--- src/hdl/usrh_pkg.sv ---
package usrh_pkg;

   localparam int ENDPOINT_SLOTS = 16;

   typedef enum logic [1:0] {
      HS_ACK     = 2'd0,
      HS_STALL   = 2'd1,
      HS_NONE    = 2'd2,
      HS_FORWARD = 2'd3
   } handshake_type;

   localparam logic [7:0] REQ_GET_STATUS    = 8'h00;
   localparam logic [7:0] REQ_CLEAR_FEATURE = 8'h01;
   localparam logic [7:0] REQ_SET_FEATURE   = 8'h03;
   localparam logic [7:0] REQ_SET_ADDRESS   = 8'h05;
   localparam logic [7:0] REQ_GET_DESC      = 8'h06;
   localparam logic [7:0] REQ_GET_CONFIG    = 8'h08;
   localparam logic [7:0] REQ_SET_CONFIG    = 8'h09;
   localparam logic [7:0] REQ_GET_INTERFACE = 8'h0a;
   localparam logic [7:0] REQ_SET_INTERFACE = 8'h0b;
   localparam logic [7:0] REQ_SYNCH_FRAME   = 8'h0c;

   localparam logic [7:0] RT_DEVICE_OUT   = 8'h00;
   localparam logic [7:0] RT_ENDPOINT_OUT = 8'h02;
   localparam logic [7:0] RT_DEVICE_IN    = 8'h80;
   localparam logic [7:0] RT_INTERFACE_IN = 8'h81;
   localparam logic [7:0] RT_ENDPOINT_IN  = 8'h82;

   localparam logic [7:0] FEAT_ENDPOINT_HALT = 8'h00;
   localparam logic [7:0] FEAT_REMOTE_WAKEUP = 8'h01;

   typedef logic [3:0] slot_type;

   function automatic slot_type slot_of(input logic [7:0] addr);
      return {addr[7], addr[2:0]};
   endfunction

endpackage

--- src/hdl/usrh_if.sv ---
interface usrh_req_if;
   logic       valid;
   logic       ready;
   logic [7:0] request_type;
   logic [7:0] request_code;
   logic [7:0] value_low;
   logic [7:0] value_high;
   logic [7:0] index_low;

   modport source (output valid, request_type, request_code, value_low, value_high,
                   index_low, input ready);
   modport sink (input valid, request_type, request_code, value_low, value_high,
                 index_low, output ready);
endinterface

interface usrh_rsp_if;
   logic       valid;
   logic       ready;
   logic [1:0] handshake;
   logic [7:0] reply_first;
   logic [7:0] reply_second;
   logic [1:0] reply_count;

   modport source (output valid, handshake, reply_first, reply_second, reply_count,
                   input ready);
   modport sink (input valid, handshake, reply_first, reply_second, reply_count,
                 output ready);
endinterface

interface usrh_csr_if;
   logic valid;
   logic ready;
   logic self_powered;

   modport source (output valid, self_powered, input ready);
   modport sink (input valid, self_powered, output ready);
endinterface

--- src/hdl/usb_standard_request_handler.sv ---
// An accepted item passes the input register and then the result register before its result is valid.
// Throughput: one item per cycle while the response side is ready; the state update happens as an item moves into the
// result register, so the next item already sees it.
// Reset (synchronous, active high): remote wakeup, configuration, halt bits and
// self powered cleared, both stages empty.
module usb_standard_request_handler (
   input logic clock,
   input logic reset,
   usrh_req_if.sink   req_bus,
   usrh_rsp_if.source rsp_bus,
   usrh_csr_if.sink   csr_bus
);
   import usrh_pkg::*;

   logic                      s1_valid_ff;
   logic [7:0]                s1_rtype_ff;
   logic [7:0]                s1_code_ff;
   logic [7:0]                s1_vlow_ff;
   logic [7:0]                s1_ilow_ff;

   logic                      rsp_valid_ff;
   handshake_type             rsp_hs_ff;
   logic [7:0]                rsp_first_ff;
   logic [1:0]                rsp_count_ff;

   logic                      self_powered_ff;
   logic                      remote_wakeup_ff;
   logic                      remote_wakeup_in;
   logic [7:0]                current_config_ff;
   logic [7:0]                current_config_in;
   logic [ENDPOINT_SLOTS-1:0] halt_ff;
   logic [ENDPOINT_SLOTS-1:0] halt_in;

   logic                      advance;
   logic                      req_take;
   slot_type                  slot;
   logic                      halt_bit;
   handshake_type             hs_in;
   logic [7:0]                first_in;
   logic [1:0]                count_in;

   assign advance        = !rsp_valid_ff || rsp_bus.ready;
   assign req_bus.ready  = !s1_valid_ff || advance;
   assign req_take       = req_bus.valid && req_bus.ready;
   assign csr_bus.ready  = 1'b1;

   assign rsp_bus.valid        = rsp_valid_ff;
   assign rsp_bus.handshake    = rsp_hs_ff;
   assign rsp_bus.reply_first  = rsp_first_ff;
   assign rsp_bus.reply_second = 8'h00;
   assign rsp_bus.reply_count  = rsp_count_ff;

   assign slot = slot_of(s1_ilow_ff);

   always_comb begin
      halt_bit = 1'b0;
      for (int i = 0; i < ENDPOINT_SLOTS; i++) begin
         if (int'(slot) == i) begin
            halt_bit = halt_ff[i];
         end
      end
   end

   always_comb begin
      hs_in             = HS_STALL;
      first_in          = 8'h00;
      count_in          = 2'd0;
      remote_wakeup_in  = remote_wakeup_ff;
      current_config_in = current_config_ff;
      halt_in           = halt_ff;
      case (s1_code_ff)
         REQ_GET_STATUS: begin
            if (s1_rtype_ff == RT_DEVICE_IN) begin
               first_in = {6'd0, remote_wakeup_ff, self_powered_ff};
               count_in = 2'd2;
               hs_in    = HS_ACK;
            end else if (s1_rtype_ff == RT_INTERFACE_IN) begin
               count_in = 2'd2;
               hs_in    = HS_ACK;
            end else if (s1_rtype_ff == RT_ENDPOINT_IN) begin
               first_in = {7'd0, halt_bit};
               count_in = 2'd2;
               hs_in    = HS_ACK;
            end
         end
         REQ_CLEAR_FEATURE, REQ_SET_FEATURE: begin
            if (s1_rtype_ff == RT_DEVICE_OUT && s1_vlow_ff == FEAT_REMOTE_WAKEUP) begin
               remote_wakeup_in = (s1_code_ff == REQ_SET_FEATURE);
               hs_in            = HS_ACK;
            end else if (s1_rtype_ff == RT_ENDPOINT_OUT &&
                         s1_vlow_ff == FEAT_ENDPOINT_HALT) begin
               for (int i = 0; i < ENDPOINT_SLOTS; i++) begin
                  if (int'(slot) == i) begin
                     halt_in[i] = (s1_code_ff == REQ_SET_FEATURE);
                  end
               end
               hs_in = HS_ACK;
            end
         end
         REQ_SET_ADDRESS, REQ_SYNCH_FRAME: begin
            hs_in = HS_NONE;
         end
         REQ_GET_DESC: begin
            hs_in = HS_FORWARD;
         end
         REQ_GET_CONFIG: begin
            first_in = current_config_ff;
            count_in = 2'd1;
            hs_in    = HS_ACK;
         end
         REQ_SET_CONFIG: begin
            current_config_in = s1_vlow_ff;
            hs_in             = HS_ACK;
         end
         REQ_GET_INTERFACE: begin
            count_in = 2'd1;
            hs_in    = HS_ACK;
         end
         REQ_SET_INTERFACE: begin
            hs_in = HS_ACK;
         end
         default: begin
            hs_in = HS_STALL;
         end
      endcase
   end

   always_ff @(posedge clock) begin
      if (reset) begin
         s1_valid_ff       <= 1'b0;
         rsp_valid_ff      <= 1'b0;
         self_powered_ff   <= 1'b0;
         remote_wakeup_ff  <= 1'b0;
         current_config_ff <= 8'h00;
         halt_ff           <= '0;
      end else begin
         if (csr_bus.valid) begin
            self_powered_ff <= csr_bus.self_powered;
         end
         if (req_bus.ready) begin
            s1_valid_ff <= req_bus.valid;
         end
         if (advance) begin
            rsp_valid_ff <= s1_valid_ff;
         end
         if (advance && s1_valid_ff) begin
            remote_wakeup_ff  <= remote_wakeup_in;
            current_config_ff <= current_config_in;
            halt_ff           <= halt_in;
         end
      end
   end

   always_ff @(posedge clock) begin
      if (req_take) begin
         s1_rtype_ff <= req_bus.request_type;
         s1_code_ff  <= req_bus.request_code;
         s1_vlow_ff  <= req_bus.value_low;
         s1_ilow_ff  <= req_bus.index_low;
      end
      if (advance && s1_valid_ff) begin
         rsp_hs_ff    <= hs_in;
         rsp_first_ff <= first_in;
         rsp_count_ff <= count_in;
      end
   end

   a_no_data_on_stall: assert property (@(posedge clock) disable iff (reset)
      rsp_valid_ff && rsp_hs_ff != HS_ACK |-> rsp_count_ff == 2'd0 && rsp_first_ff == 8'h00)
      else $error("reply data on a result without data stage");

   a_hold_stage: assert property (@(posedge clock) disable iff (reset)
      s1_valid_ff && !advance |=> s1_valid_ff && $stable(s1_code_ff))
      else $error("input stage lost an item while the result was stalled");

   a_state_only_on_advance: assert property (@(posedge clock) disable iff (reset)
      !(advance && s1_valid_ff) |=> $stable(current_config_ff) && $stable(halt_ff))
      else $error("request state changed without an item moving forward");

endmodule

--- src/flat_wrapper.sv ---
// flat-port wrapper written by rule: the top's interface ports become plain ports
module usb_standard_request_handler_flat import usrh_pkg::*;
  (clock, reset, req_bus_valid, req_bus_request_type, req_bus_request_code, req_bus_value_low, req_bus_value_high, req_bus_index_low, req_bus_ready, rsp_bus_valid, rsp_bus_handshake, rsp_bus_reply_first, rsp_bus_reply_second, rsp_bus_reply_count, rsp_bus_ready, csr_bus_valid, csr_bus_self_powered, csr_bus_ready);
  usrh_req_if req_bus_i ();
  usrh_rsp_if rsp_bus_i ();
  usrh_csr_if csr_bus_i ();
  input logic clock;
  input logic reset;
  input wire logic [$bits(req_bus_i.valid)-1:0] req_bus_valid;
  input wire logic [$bits(req_bus_i.request_type)-1:0] req_bus_request_type;
  input wire logic [$bits(req_bus_i.request_code)-1:0] req_bus_request_code;
  input wire logic [$bits(req_bus_i.value_low)-1:0] req_bus_value_low;
  input wire logic [$bits(req_bus_i.value_high)-1:0] req_bus_value_high;
  input wire logic [$bits(req_bus_i.index_low)-1:0] req_bus_index_low;
  output wire logic [$bits(req_bus_i.ready)-1:0] req_bus_ready;
  output wire logic [$bits(rsp_bus_i.valid)-1:0] rsp_bus_valid;
  output wire logic [$bits(rsp_bus_i.handshake)-1:0] rsp_bus_handshake;
  output wire logic [$bits(rsp_bus_i.reply_first)-1:0] rsp_bus_reply_first;
  output wire logic [$bits(rsp_bus_i.reply_second)-1:0] rsp_bus_reply_second;
  output wire logic [$bits(rsp_bus_i.reply_count)-1:0] rsp_bus_reply_count;
  input wire logic [$bits(rsp_bus_i.ready)-1:0] rsp_bus_ready;
  input wire logic [$bits(csr_bus_i.valid)-1:0] csr_bus_valid;
  input wire logic [$bits(csr_bus_i.self_powered)-1:0] csr_bus_self_powered;
  output wire logic [$bits(csr_bus_i.ready)-1:0] csr_bus_ready;
  assign req_bus_i.valid = req_bus_valid;
  assign req_bus_i.request_type = req_bus_request_type;
  assign req_bus_i.request_code = req_bus_request_code;
  assign req_bus_i.value_low = req_bus_value_low;
  assign req_bus_i.value_high = req_bus_value_high;
  assign req_bus_i.index_low = req_bus_index_low;
  assign req_bus_ready = req_bus_i.ready;
  assign rsp_bus_valid = rsp_bus_i.valid;
  assign rsp_bus_handshake = rsp_bus_i.handshake;
  assign rsp_bus_reply_first = rsp_bus_i.reply_first;
  assign rsp_bus_reply_second = rsp_bus_i.reply_second;
  assign rsp_bus_reply_count = rsp_bus_i.reply_count;
  assign rsp_bus_i.ready = rsp_bus_ready;
  assign csr_bus_i.valid = csr_bus_valid;
  assign csr_bus_i.self_powered = csr_bus_self_powered;
  assign csr_bus_ready = csr_bus_i.ready;
  usb_standard_request_handler u_core (.clock(clock), .reset(reset), .req_bus(req_bus_i), .rsp_bus(rsp_bus_i), .csr_bus(csr_bus_i));
endmodule
--- config.mk ---
export PLATFORM = sky130hd
export DESIGN_NAME = usb_standard_request_handler_flat
export DESIGN_NICKNAME = d
export VERILOG_FILES = /design/src/hdl/usrh_pkg.sv /design/src/hdl/usrh_if.sv /design/src/hdl/usb_standard_request_handler.sv /design/src/flat_wrapper.sv
export SDC_FILE = /design/constraint.sdc
export NUM_CORES = 1
export LEC_CHECK = 0
export BUFFER_PORTS_ARGS = -buffer_cell sky130_fd_sc_hd__buf_2
export CAP_MARGIN = 20
export CORE_MARGIN = 4
export CORE_UTILIZATION = 45
export CTS_BUF_LIST = sky130_fd_sc_hd__clkbuf_8
export DETAILED_ROUTE_END_ITERATION = 10
export PLACE_DENSITY_LB_ADDON = 0.05
export SLEW_MARGIN = 20
export SYNTH_ARGS = -nofsm -noshare
export SYNTH_HDL_FRONTEND = slang
export SYNTH_SLANG_ARGS = --single-unit
export TNS_END_PERCENT = 50
--- constraint.sdc ---
create_clock -name clock -period 2.3 [get_ports clock]
set_input_delay 0.345 -clock clock [delete_from_list [all_inputs] [get_ports clock]]
set_output_delay 0.345 -clock clock [all_outputs]
set_load 0.005 [all_outputs]
==> flow_summary.json <==
{
  "maxSlewHeadroom": 0.570,
  "period_share": 0.823,
  "routedWlPerCell_um": 14.4,
  "critPathMaxFanout": 19,
  "syn_area_um2": 3060,
  "tritoncts": "built",
  "via_per_inst": 5.16,
  "area_growth_pct": 17.5,
  "worstReg2RegEnd": "u_core.rsp_bus.reply_first[0]$_DFFE_PP_",
  "yosys_warnings": 0,
  "nNetsFinal": 369,
  "ys_ff_latch": 68,
  "via_count": 2090,
  "diodes": 0,
  "drt_iter0_markers": 107,
  "yosysTopAreaCell": "edfxtp_1",
  "ant_nets": 0,
  "critPathLaunchType": "flip-flop",
  "nFillCells": 554,
  "timing.hold.ws_ns": 0.178,
  "ys_top_cells_by_count": "edfxtp_1, dfxtp_1, nand2b_1, nor2_1, mux2i_1",
  "drive_gt1_frac": 0.235,
  "setup_viol": 0,
  "max_slew.worst_pin.slew_ns": 0.641,
  "drtPass1Iterations": 4,
  "clock-sinks": 68,
  "worstSetupPathType": "reg -> reg",
  "antenna_found_initial": 0,
  "cts_resized": 0,
  "die_h_um": 90.5,
  "rsz0062_at_grt": "false",
  "hold_depth": 1,
  "cp.required_ns": 2.37,
  "root_buffer": "clkbuf_8",
  "grt_max_degree": 29,
  "dpl_worst_slack_ns": 0.390,
  "synth_top_area_frac": 0.392,
  "num_rows": 29,
  "post-route-drc-count": 0,
  "multi_input_comb_area_um2": 1200,
  "synth.avg_cell_area_um2": 11.3,
  "reg2reg_depth": 5,
  "cp-end-kind": "flip-flop",
  "rrSetupSlack_ns": 0.41,
  "ys_top_cells_by_area": "edfxtp_1, dfxtp_1, mux2i_1, nand2b_1, nor2_1",
  "cts_buffer_depth": 2,
  "fmax_mhz": 528,
  "gp_congestion": 0.777,
  "synth_flop_cell": "edfxtp_1",
  "grt_pass1_vias": 1986,
  "crit_arrival_ns": 1.97,
  "wirelength_um": 5820,
  "overflow": 0,
  "synthDistinctLibCells": 42,
  "path_clk_slew_ns": 0.08,
  "hold_viol": 0,
  "die_x_um": 90.5,
  "dpl.hpwl_um": 4000,
  "cts_max_level": 3,
  "die_area_um2": 8190,
  "numPortBuffers": 47,
  "synth_edf_count": 40,
  "register_area_um2": 1760,
  "yosysMostFrequentCell": "edfxtp_1",
  "status": "finished, final reports clean",
  "hold_buffers": 0,
  "worstHoldStart": "req_bus_request_code[3]",
  "final.setup.worst_slack_ns": 0.406,
  "fin_crit_ns": 1.89,
  "cts_setup_buffers": 0,
  "p_leak_nw": 1.44,
  "cts_buffers": 9,
  "synth_cells": 271,
  "async_flop_share": 0,
  "tns_ns": 0,
  "hold_path.class": "in -> reg",
  "fin_skew_ns": 0.00895,
  "ys_seq_area_frac": 0.575,
  "vdd_drop_max_mv": 0.488,
  "powerDensity_nw_per_um2": 715,
  "drv_cap": 0,
  "grt_use_total": 0.150,
  "insertion_delay_ns": 0.34,
  "grt_pass1_wl_um": 9670,
  "initial_core_util": 0.472,
  "core_area_um2": 6490,
  "hold_path_end": "u_core.s1_code_ff[3]$_DFFE_PP_",
  "reg2reg_from": "u_core.s1_ilow_ff[0]$_DFFE_PP_",
  "slew_violations": 0,
  "io_pins": 69
}
[through the flow]
stage | cell area, um^2 | std cells | total power, W | util
after global placement | 3380 | 389 | 0.00155 | 0.521
after CTS | 3600 | 405 | 0.00261 | 0.554
after detailed placement | 3380 | 389 | 0.00155 | 0.521
after global routing | 3600 | 405 | 0.00269 | 0.554
final | 3600 | 405 | 0.00257 | 0.554
after floorplan | 3090 | 278 | 0.00149 | -
[state kept, by name, summed over array words and instances (netlist names), 2 cells and up]
signal / flops
u_core.halt_ff: 16
u_core.current_config_ff: 8
u_core.rsp_bus.reply_first: 8
u_core.s1_code_ff: 8
u_core.s1_rtype_ff: 8
u_core.s1_vlow_ff: 8
u_core.s1_ilow_ff: 4
u_core.rsp_bus.handshake: 2
u_core.rsp_bus.reply_count: 2
[per-layer routing]
layer,track usage,vias to the layer above,part of all wire
li1,-,1064,-
met1,0.201,963,0.50
met2,0.220,58,0.42
met3,0.0617,5,0.061
met4,0.0446,0,0.012
met5,0,-,0
[final cells by class]
type,count,share of cell area
clock buffers,9,0.0344
clock inverters,7,0.0254
inverters,1,0.00104
multi-input cells,186,0.333
flip-flops and latches,68,0.489
well taps,77,0.0268
repair buffers,57,0.0897
[cell usage in the layout, fill, tap and decap left out, types with 5 or more instances in the layout]
cell type	instances
nand2_1	8
mux2i_1	26
a21oi_1	6
buf_2	47
conb_1	9
edfxtp_1	40
nand3_1	12
clkbuf_8	9
nand2b_1	27
nor2b_1	9
nand4_1	8
nor2_1	27
and2_1	9
buf_4	9
o21ai_0	5
dfxtp_1	28
nor3_1	8
[critical path, stage by stage, from the launching register on]
cell	delay (ns)
edfxtp_1	0.72
and2b_1	0.33
a21oi_1	0.17
nor4_1	0.06
a211oi_1	0.23
a21oi_1	0.11
[report_power, final]
group | internal, W | leakage, nW | switching (W) | total [W]
registers | 0.00133 | 0.603 | 0.0000384 | 0.00137
clock network | 0.000606 | 0.111 | 0.000448 | 0.00105
logic | 0.0000683 | 0.726 | 0.0000800 | 0.000148
[cells by family (layout without fill, tap and decap cells)]
kind of cell,count (synthesis),after routing,synth area share
muxes,26,26,0.0849
and+or+nand+nor,123,123,0.232
AOI/OAI and AO/OA,27,27,0.0596
other,2,9,0.00245
buffers and inverters,24,74,0.0429
DFF,68,68,0.575
xor gates and xnor gates,1,1,0.00286
[how the worst max path moves through the flow]
| stage | startpoint | to | slack [ns] | depth (start not counted) |
|---|---|---|---|---|
| after floorplan | u_core.s1_code_ff[5]$_DFFE_PP_ | u_core.halt_ff[13]$_SDFFE_PP0P_ | 0.51 | 6 |
| after global placement | u_core.s1_ilow_ff[0]$_DFFE_PP_ | u_core.rsp_bus.reply_first[0]$_DFFE_PP_ | 0.41 | 5 |
| after detailed placement | u_core.s1_code_ff[5]$_DFFE_PP_ | u_core.rsp_bus.handshake[0]$_DFFE_PP_ | 0.39 | 5 |
| after CTS | u_core.s1_code_ff[5]$_DFFE_PP_ | u_core.rsp_bus.handshake[0]$_DFFE_PP_ | 0.37 | 5 |
| after global routing | u_core.s1_code_ff[5]$_DFFE_PP_ | u_core.rsp_bus.handshake[0]$_DFFE_PP_ | 0.23 | 5 |
| final | u_core.s1_ilow_ff[0]$_DFFE_PP_ | u_core.rsp_bus.reply_first[0]$_DFFE_PP_ | 0.41 | 5 |
(Power assumes the default switching activity.)
